<file path="config.mk">
export PLATFORM = sky130hd
export DESIGN_NAME = uart_line_event_monitor
export DESIGN_NICKNAME = d
export VERILOG_FILES = /design/src/hw/rtl/ulem_pkg.sv /design/src/hw/rtl/ulem_flow.sv /design/src/hw/rtl/uart_line_event_monitor.sv
export SDC_FILE = /design/constraint.sdc
export NUM_CORES = 1
export LEC_CHECK = 0
export ABC_CLOCK_PERIOD_IN_PS = 4700
export BUFFER_PORTS_ARGS = -buffer_cell sky130_fd_sc_hd__buf_2
export CAP_MARGIN = 30
export CELL_PAD_IN_SITES_DETAIL_PLACEMENT = 1
export CELL_PAD_IN_SITES_GLOBAL_PLACEMENT = 1
export CORE_ASPECT_RATIO = 0.8
export CORE_UTILIZATION = 40
export CTS_BUF_LIST = sky130_fd_sc_hd__clkbuf_16
export DETAILED_ROUTE_END_ITERATION = 10
export PLACE_DENSITY = 0.71
export SETUP_SLACK_MARGIN = 0.5
export SLEW_MARGIN = 40
export SYNTH_ARGS = -nofsm -noshare
export SYNTH_HDL_FRONTEND = slang
export SYNTH_HIERARCHICAL = 1
export SYNTH_SLANG_ARGS = --single-unit
</file>
<file path="constraint.sdc">
create_clock -name i_clk -period 4.7 [get_ports i_clk]
set_input_delay 0.94 -clock i_clk [delete_from_list [all_inputs] [get_ports i_clk]]
set_output_delay 0.94 -clock i_clk [all_outputs]
set_load 0.02 [all_outputs]
</file>
<file path="src/hw/rtl/ulem_pkg.sv">
`default_nettype none

package ulem_pkg;

    // Event codes carried in the func field
    localparam logic [2:0] FUNC_LSR   = 3'd0;
    localparam logic [2:0] FUNC_RX    = 3'd1;
    localparam logic [2:0] FUNC_MSR   = 3'd2;
    localparam logic [2:0] FUNC_TICK  = 3'd3;
    localparam logic [2:0] FUNC_TXRDY = 3'd4;

    // Configuration register indexes
    localparam logic [1:0] CFG_SOFT_FLOW  = 2'd0;
    localparam logic [1:0] CFG_HUP_DSR    = 2'd1;
    localparam logic [1:0] CFG_HUP_DCD    = 2'd2;
    localparam logic [1:0] CFG_DCD_STAMP  = 2'd3;

    // Flow characters and timing
    localparam logic [7:0]  CHAR_XOFF     = 8'h13;
    localparam logic [7:0]  CHAR_XON      = 8'h11;
    localparam logic [1:0]  BACKOFF_TICKS = 2'd2;
    localparam logic [15:0] COUNT_MAX     = 16'hFFFF;

    // Line status bits
    localparam int LSR_OVERRUN = 1;
    localparam int LSR_FRAMING = 3;

    // Modem status bits
    localparam int MSR_DCTS = 0;
    localparam int MSR_DDSR = 1;
    localparam int MSR_DDCD = 3;
    localparam int MSR_CTS  = 4;
    localparam int MSR_DSR  = 5;
    localparam int MSR_DCD  = 7;

    typedef struct packed {
        logic soft_flow;
        logic hup_dsr;
        logic hup_dcd;
        logic dcd_stamp;
    } t_cfg;

    typedef struct packed {
        logic        rx_valid;
        logic [7:0]  rx_byte;
        logic        send_allowed;
        logic        kick;
        logic        hangup;
        logic        stamp_pulse;
        logic [15:0] framing_count;
        logic [15:0] overrun_count;
    } t_result;

endpackage

`default_nettype wire

</file>
<file path="src/hw/rtl/ulem_flow.sv">
`default_nettype none

// Line state tracker: holds modem levels, flow state and error counters,
// and forms the result word for the event presented on its inputs.
module ulem_flow
    import ulem_pkg::*;
(
    input  wire logic       i_clk,
    input  wire logic       i_rst_n,
    input  wire logic       i_accept,
    input  wire logic [2:0] i_func,
    input  wire logic [7:0] i_value,
    input  wire t_cfg       i_cfg,
    output t_result         o_res
);

    logic        r_cts, n_cts;
    logic        r_dsr, n_dsr;
    logic        r_dcd, n_dcd;
    logic        r_blocked, n_blocked;
    logic [1:0]  r_backoff, n_backoff;
    logic        r_hup_pend, n_hup_pend;
    logic [15:0] r_frm_cnt, n_frm_cnt;
    logic [15:0] r_ovr_cnt, n_ovr_cnt;

    // Next state and result for one event
    always_comb begin
        n_cts      = r_cts;
        n_dsr      = r_dsr;
        n_dcd      = r_dcd;
        n_blocked  = r_blocked;
        n_backoff  = r_backoff;
        n_hup_pend = r_hup_pend;
        n_frm_cnt  = r_frm_cnt;
        n_ovr_cnt  = r_ovr_cnt;
        o_res      = '0;

        case (i_func)
            FUNC_LSR: begin
                if (i_value[LSR_FRAMING] && (r_frm_cnt != COUNT_MAX)) begin
                    n_frm_cnt = r_frm_cnt + 16'd1;
                end
                if (i_value[LSR_OVERRUN] && (r_ovr_cnt != COUNT_MAX)) begin
                    n_ovr_cnt = r_ovr_cnt + 16'd1;
                end
            end
            FUNC_RX: begin
                if (i_cfg.soft_flow) begin
                    if (i_value == CHAR_XOFF) begin
                        n_blocked = 1'b1;
                    end else if (i_value == CHAR_XON) begin
                        n_blocked = 1'b0;
                        n_backoff = BACKOFF_TICKS;
                    end
                end
                o_res.rx_valid = 1'b1;
                o_res.rx_byte  = i_value;
            end
            FUNC_MSR: begin
                if (i_value[MSR_DCTS]) begin
                    n_cts = i_value[MSR_CTS];
                    // CTS rising restarts output after a backoff
                    if (!r_cts && i_value[MSR_CTS]) begin
                        n_backoff = BACKOFF_TICKS;
                    end
                end
                if (i_value[MSR_DDSR]) begin
                    if (i_cfg.hup_dsr && r_dsr && !i_value[MSR_DSR]) begin
                        n_hup_pend = 1'b1;
                    end
                    n_dsr = i_value[MSR_DSR];
                end
                if (i_value[MSR_DDCD]) begin
                    if (r_dcd && !i_value[MSR_DCD]) begin
                        o_res.stamp_pulse = i_cfg.dcd_stamp;
                        if (i_cfg.hup_dcd) begin
                            n_hup_pend = 1'b1;
                        end
                    end
                    n_dcd = i_value[MSR_DCD];
                end
            end
            FUNC_TICK: begin
                o_res.hangup = r_hup_pend;
                n_hup_pend   = 1'b0;
                if (r_backoff != 2'd0) begin
                    n_backoff = r_backoff - 2'd1;
                    // tick leaves CTS and blocking alone
                    o_res.kick = (n_backoff == 2'd0) && r_cts && !r_blocked;
                end
            end
            FUNC_TXRDY: begin
                o_res.kick = r_cts && !r_blocked;
            end
            default: begin
            end
        endcase

        o_res.send_allowed  = n_cts && !n_blocked;
        o_res.framing_count = n_frm_cnt;
        o_res.overrun_count = n_ovr_cnt;
    end

    // State update on each accepted word
    always_ff @(posedge i_clk) begin
        if (!i_rst_n) begin
            r_cts      <= 1'b1;
            r_dsr      <= 1'b0;
            r_dcd      <= 1'b0;
            r_blocked  <= 1'b0;
            r_backoff  <= 2'd0;
            r_hup_pend <= 1'b0;
            r_frm_cnt  <= 16'd0;
            r_ovr_cnt  <= 16'd0;
        end else if (i_accept) begin
            r_cts      <= n_cts;
            r_dsr      <= n_dsr;
            r_dcd      <= n_dcd;
            r_blocked  <= n_blocked;
            r_backoff  <= n_backoff;
            r_hup_pend <= n_hup_pend;
            r_frm_cnt  <= n_frm_cnt;
            r_ovr_cnt  <= n_ovr_cnt;
        end
    end

endmodule

`default_nettype wire

</file>
<file path="src/hw/rtl/uart_line_event_monitor.sv">
// Channel  | Handshake                  | Word
// ---------+----------------------------+------------------------------------
// in       | i_in_valid / o_in_stall    | i_func, i_value
// out      | o_out_valid / i_out_stall  | o_rx_valid .. o_overrun_count
// cfg      | i_cfg_we                   | i_cfg_idx, i_cfg_data
//
// State updates and the result register loads at the edge that accepts the
// word; the result shows on the next cycle.
// Throughput is one word per cycle while the output does not stall.
// Input stalls only while the one result register is full and the output stalls.
// Synchronous active-low reset initialises state, config and the result valid.
`default_nettype none

module uart_line_event_monitor
    import ulem_pkg::*;
(
    input  wire logic        i_clk,
    input  wire logic        i_rst_n,
    // configuration
    input  wire logic        i_cfg_we,
    input  wire logic [1:0]  i_cfg_idx,
    input  wire logic [0:0]  i_cfg_data,
    // event input
    input  wire logic        i_in_valid,
    output logic             o_in_stall,
    input  wire logic [2:0]  i_func,
    input  wire logic [7:0]  i_value,
    // result output
    output logic             o_out_valid,
    input  wire logic        i_out_stall,
    output logic             o_rx_valid,
    output logic [7:0]       o_rx_byte,
    output logic             o_send_allowed,
    output logic             o_kick,
    output logic             o_hangup,
    output logic             o_stamp_pulse,
    output logic [15:0]      o_framing_count,
    output logic [15:0]      o_overrun_count
);

    t_cfg    r_cfg;
    t_result n_res;
    t_result r_res;
    logic    r_out_valid;
    logic    in_accept;

    // Config registers
    always_ff @(posedge i_clk) begin
        if (!i_rst_n) begin
            r_cfg <= '0;
        end else if (i_cfg_we) begin
            case (i_cfg_idx)
                CFG_SOFT_FLOW: r_cfg.soft_flow <= i_cfg_data[0];
                CFG_HUP_DSR:   r_cfg.hup_dsr   <= i_cfg_data[0];
                CFG_HUP_DCD:   r_cfg.hup_dcd   <= i_cfg_data[0];
                CFG_DCD_STAMP: r_cfg.dcd_stamp <= i_cfg_data[0];
                default: begin
                end
            endcase
        end
    end

    // Handshake: take a word whenever the result slot frees this cycle
    assign o_in_stall = r_out_valid && i_out_stall;
    assign in_accept  = i_in_valid && !o_in_stall;

    ulem_flow u_flow (
        .i_clk    (i_clk),
        .i_rst_n  (i_rst_n),
        .i_accept (in_accept),
        .i_func   (i_func),
        .i_value  (i_value),
        .i_cfg    (r_cfg),
        .o_res    (n_res)
    );

    // Result register
    always_ff @(posedge i_clk) begin
        if (!i_rst_n) begin
            r_out_valid <= 1'b0;
        end else if (!o_in_stall) begin
            r_out_valid <= i_in_valid;
        end
    end

    always_ff @(posedge i_clk) begin
        if (in_accept) begin
            r_res <= n_res;
        end
    end

    assign o_out_valid     = r_out_valid;
    assign o_rx_valid      = r_res.rx_valid;
    assign o_rx_byte       = r_res.rx_byte;
    assign o_send_allowed  = r_res.send_allowed;
    assign o_kick          = r_res.kick;
    assign o_hangup        = r_res.hangup;
    assign o_stamp_pulse   = r_res.stamp_pulse;
    assign o_framing_count = r_res.framing_count;
    assign o_overrun_count = r_res.overrun_count;

endmodule

`default_nettype wire

</file>
# After elaboration in Yosys (flattened, before gate mapping)
# Index checks and enable logic that the tools add are counted.
# classes
add_sub_neg,3
n_eq_ne,17
muxes,26
reduce_logical,33
# ops
operator,n
16-bit two-way mux,4
16-bit by 1-bit adder with 16-bit output (second input constant),2
16-bit inequality test (second input constant),2
8-bit by 5-bit == test with 1-bit output (second input constant),2
1-bit logical AND,12
1-bit two-way mux,12
2-bit two-way mux,6
2-bit AND reduction,5
9-bit two-way mux,1
3-bit AND reduction,3
8-bit AND reduction,1
3-bit by 2-bit == test with 1-bit output (second input constant),2
1-bit logical NOT,6
2-bit by 1-bit inequality test with 1-bit output (second input constant),3
2-bit inequality test (second input constant),3
2-bit one-hot mux with 3 select lines,1
2-bit == test (second input constant),2
2-bit logical NOT,2
1-bit one-hot mux with 2 select lines,2
2-bit nonzero test,2
3-bit by 1-bit == test with 1-bit output (second input constant),1
3-bit == test (second input constant),1
3-bit logical NOT,1
3-bit nonzero test,1
other kinds (2),2
# totals
ff_bits,89
input_bits,19
output_inout_bits,47
word_cells,100

# Logic depth before layout (Yosys ltp)
# depth
depth_word,8
ltp_mapped,8
depth_no_buf,6

# Modules after synthesis
# Netlist, hierarchy kept.
# modules_own_cells
mod,n_inst,cells_per_inst,area_each_um2,seq_area_each_um2
ulem_flow,1,358,2926.6,780.7
uart_line_event_monitor,1,66,1562.7,1451.4

# Least setup slack after synthesis
# Ideal clock, no wire load.
# synth_timing
kind,input to register
startpoint,input port i_out_stall
endpoint,register u_flow.r_frm_cnt[10]
setup_ns,0.132
arrival_time_ns,4.605
required_ns,4.568
setup_slack_ns,-0.038
stages,8
path_buffers,3
cell_sequence,and2_1 -> nor2b_1 -> clkbuf_8 -> nand3_1 -> clkbuf_1 -> clkbuf_1 -> o31ai_1 -> a21oi_1
# synth_between
elab_chain_cells,3
# synth_lines
element,line,source
from (decl),uart_line_event_monitor.sv:30,"input wire logic i_out_stall,"
1-bit logical AND,uart_line_event_monitor.sv:64,assign o_in_stall = r_out_valid && i_out_stall;
1-bit logical NOT,-,
1-bit logical AND,uart_line_event_monitor.sv:65,assign in_accept = i_in_valid && !o_in_stall;
net in_accept,uart_line_event_monitor.sv:45,logic in_accept;
to (signal assigned),ulem_flow.sv:122,r_frm_cnt <= n_frm_cnt;
to (decl),ulem_flow.sv:23,"logic [15:0] r_frm_cnt, n_frm_cnt;"
# The timed path passes the listed nets, and every way through them passes these cells.
# A chain may end at the register's enable or synchronous reset.

# Worst setup path after layout
# layout_timing
startpoint,input port i_out_stall
endpoint,register u_flow.r_hup_pend
# layout_between
elab_chain_cells,4
# layout_lines
element,line,source
1-bit logical AND,uart_line_event_monitor.sv:64,
1-bit logical NOT,-,
1-bit logical AND,uart_line_event_monitor.sv:65,
net in_accept,uart_line_event_monitor.sv:45,
2-bit AND reduction (no source line),-,
to (signal assigned),ulem_flow.sv:121,r_hup_pend <= n_hup_pend;
to (decl),ulem_flow.sv:22,"logic r_hup_pend, n_hup_pend;"
# The timed path passes the listed nets, and every way through them passes these cells.

==> impl_metrics.ini <==
[cells_and_area]
layout.nets = 504
final_area_um2 = 5201
final_common_cell = buf_2
syn2layout_area_growth_pct = 15.86
drive_gt1_share_pct = 21.19
diodes = 0
final_cell_mix = buf_2 (65), nand2_1 (49), edfxtp_1 (45), dfxtp_1 (44), xor2_1 (28)

[min_path]
min_path_type = reg -> reg
holdPathStages = 2
min_from = r_cfg[0]
hold_end = r_cfg[0]

[cts]
cts_buffer_depth = 2
post-cts-setup-buffers = 0
ctsHoldBuffers = 0
h-tree-depth = 3
clk_pin_slew_ps = 60
cts_buffers = 9
cts_root_buffer = clkbuf_16
cts_tree = yes
cts_resized = 0
clk_latency_ps = 340
cts_sinks = 89

[worst_setup_path]
cp_max_fo = 15
setup.worst_path.start_class = primary input
reg2reg_from = u_flow/r_ovr_cnt[0]
cp-end-kind = flop
critPathKind = in -> reg
reg2reg_to = o_overrun_count[1]
r2r_setup_slack_ps = 2080
critPathRequiredTime_ps = 4980
arrival_ps = 3000
r2r_cells = 6

[placement]
gp_congestion = 0.7757
io_buffers = 65
placed_area_um2 = 4878
hpwl_um = 7215

[floorplanning]
fp-row-count = 34
start_util_pct = 41.22
die_area_um2 = 11650
core_area_um2 = 10890
die_x_um = 120.4
die_y_um = 96.76
io_pins = 66

[timing]
finalSetupTns_ps = 0
fmax_mhz = 368.8
setup_viol = 0
min_period_ps = 2712
worstMarginPinSlew_ps = 782.3
relSlewSlack_pct = 47.46
hold_viol = 0
skew_ps = 7.006
rsz0062_at_grt = no
drv_slew = 0
post-route-period-util_pct = 57.70

[global_route]
grt_pass1_vias = 3421
gr-usage-all-layers_pct = 19.24
grt_antenna_before_repair = 0
grt_pass1_wl_um = 17450
grt_max_degree = 43
overflow = 0

[synthesis]
syn_area_um2 = 4489
yosysTopAreaCellShare_pct = 30.10
synthFlopType = edfxtp_1
synth_edf_count = 45
ys_async_sr_fraction_pct = 0
ys_types = 56
synth_seq_cells = 89
synth_area_per_cell_um2 = 10.59
syn_inst = 424
synth-seq-area-share_pct = 49.72
synth_warnings = 6
yosysTopAreaCell = edfxtp_1
syn_nets = 447
synth.area.top_cells = edfxtp_1 (30%), dfxtp_1 (20%), xor2_1 (5.5%), mux2i_1 (4.9%), nand2_1 (4.1%)

[pwr]
p_leak_nw = 2.069
vdd_drop_max_v = 0.0001850
power_density_nw_per_um2 = 328.1
power_w = 0.001706

[drt]
dr.pass1.iters = 4
drt-wirelength-per-cell_um = 16.97
post_drt_via_cell_ratio = 5.583
drtIter0Drc = 135
drt-total-wl_um = 10690
num_vias = 3517
route.antenna.remaining_nets = 0
drcViolationCount = 0

[run_status]
status = finished clean

[flow_run]
maxCapViolCount = 0
==> cell families (layout without fill, tap and decap cells) <==
| family | after synthesis | after routing | share of synthesized area (%) |
|---|---|---|---|
| AO/OA/AOI/OAI | 62 | 62 | 9.309 |
| adder cells (fa/ha/maj) | 4 | 4 | 1.115 |
| flip-flops | 89 | 89 | 49.72 |
| buffers and inverters | 33 | 95 | 4.348 |
| XOR/XNOR | 28 | 28 | 5.463 |
| AND/OR/NAND/NOR | 182 | 182 | 24.14 |
| multiplexers | 26 | 26 | 5.908 |
==> power by group <==
part | internal, W | total (W) | switching [W] | leakage (nW)
clock network | 0.000461 | 0.000750 | 0.000289 | 0.158
logic | 0.0000335 | 0.000113 | 0.0000790 | 1.11
registers | 0.000837 | 0.000844 | 0.00000698 | 0.805
total | 0.00133 | 0.00171 | 0.000375 | 2.07
==> sequential cells by signal, summed over array words and instances (netlist names), 2 cells and up <==
name              count
o_rx_byte             8
u_flow/r_frm_cnt     16
u_flow/r_ovr_cnt     16
r_cfg                 4
u_flow/r_backoff      2
o_overrun_count      16
o_framing_count      16
==> how the worst max path moves through the flow <==
stage / from / to / slack, ps / cells after the start
floorplan: i_out_stall / u_flow/r_frm_cnt[10] / 920 / 8
global placement: i_out_stall / u_flow/r_frm_cnt[2] / 1520 / 6
detailed placement: i_out_stall / u_flow/r_frm_cnt[9] / 1360 / 6
CTS: i_out_stall / u_flow/r_frm_cnt[4] / 1700 / 6
global route: i_out_stall / u_flow/r_hup_pend / 1780 / 7
finish: i_out_stall / u_flow/r_hup_pend / 1990 / 7
==> metal layers <==
layer	vias up	routed length [µm]	global-route usage (%)
met2	72	4947	30.11
met5	-	0	0
li1	1689	-	-
met1	1748	5220	26.01
met3	8	402	5.012
met4	0	121	5.888
==> final cells by class <==
class / count / area [µm²]
inverters: 9 / 33.78
clock buffers: 9 / 225.2
repair buffers: 70 / 362.8
multi-input cells: 302 / 2081
clock inverters: 7 / 86.33
well taps: 144 / 180.2
flip-flops and latches: 89 / 2232
fillers: 1222 / 5689
==> critical path, stage by stage <==
cell and delay, ps:
buf_2 90, and2_1 190, nor2b_4 400, buf_4 320, nor4bb_2 630, a21boi_0 270, o211a_1 160
==> per-stage QoR <==
| step | hold slack [ps] | worst slack [ps] | util (%) | std cells |
|---|---|---|---|---|
| 6_report | 465.7 | 1988 | 47.76 | 630 |
| 5_1_grt | 498.1 | 1783 | 47.76 | 630 |
| 4_1_cts | 470.7 | 1698 | 47.66 | 630 |
| 3_5_place_dp | 461.4 | 1361 | 44.80 | 614 |
| 3_3_place_gp | 441.5 | 1516 | 44.80 | 614 |
| 2_1_floorplan | 430.7 | 923.5 | - | 424 |
==> Yosys cell counts (2+ instances only) <==
master and instances:
nand2b_1 13, a21oi_1 23, ha_1 4, o31ai_1 16, edfxtp_1 45, clkbuf_1 9, buf_2 5, xor2_1 28
clkbuf_2 2, mux2i_1 22, and2_1 11, and3_1 5, clkbuf_8 2, buf_6 3, nand4_1 7, a211oi_1 13
nand2_1 49, inv_1 9, or4_1 15, nor2_1 7, nand3_1 20, and4_1 7, o21ai_0 2, mux2_2 4
nor3_1 15, nand3b_1 3, nor4_1 9, nor3b_1 4, and3_2 2, dfxtp_1 44
Power figures use the tool's default switching activity.
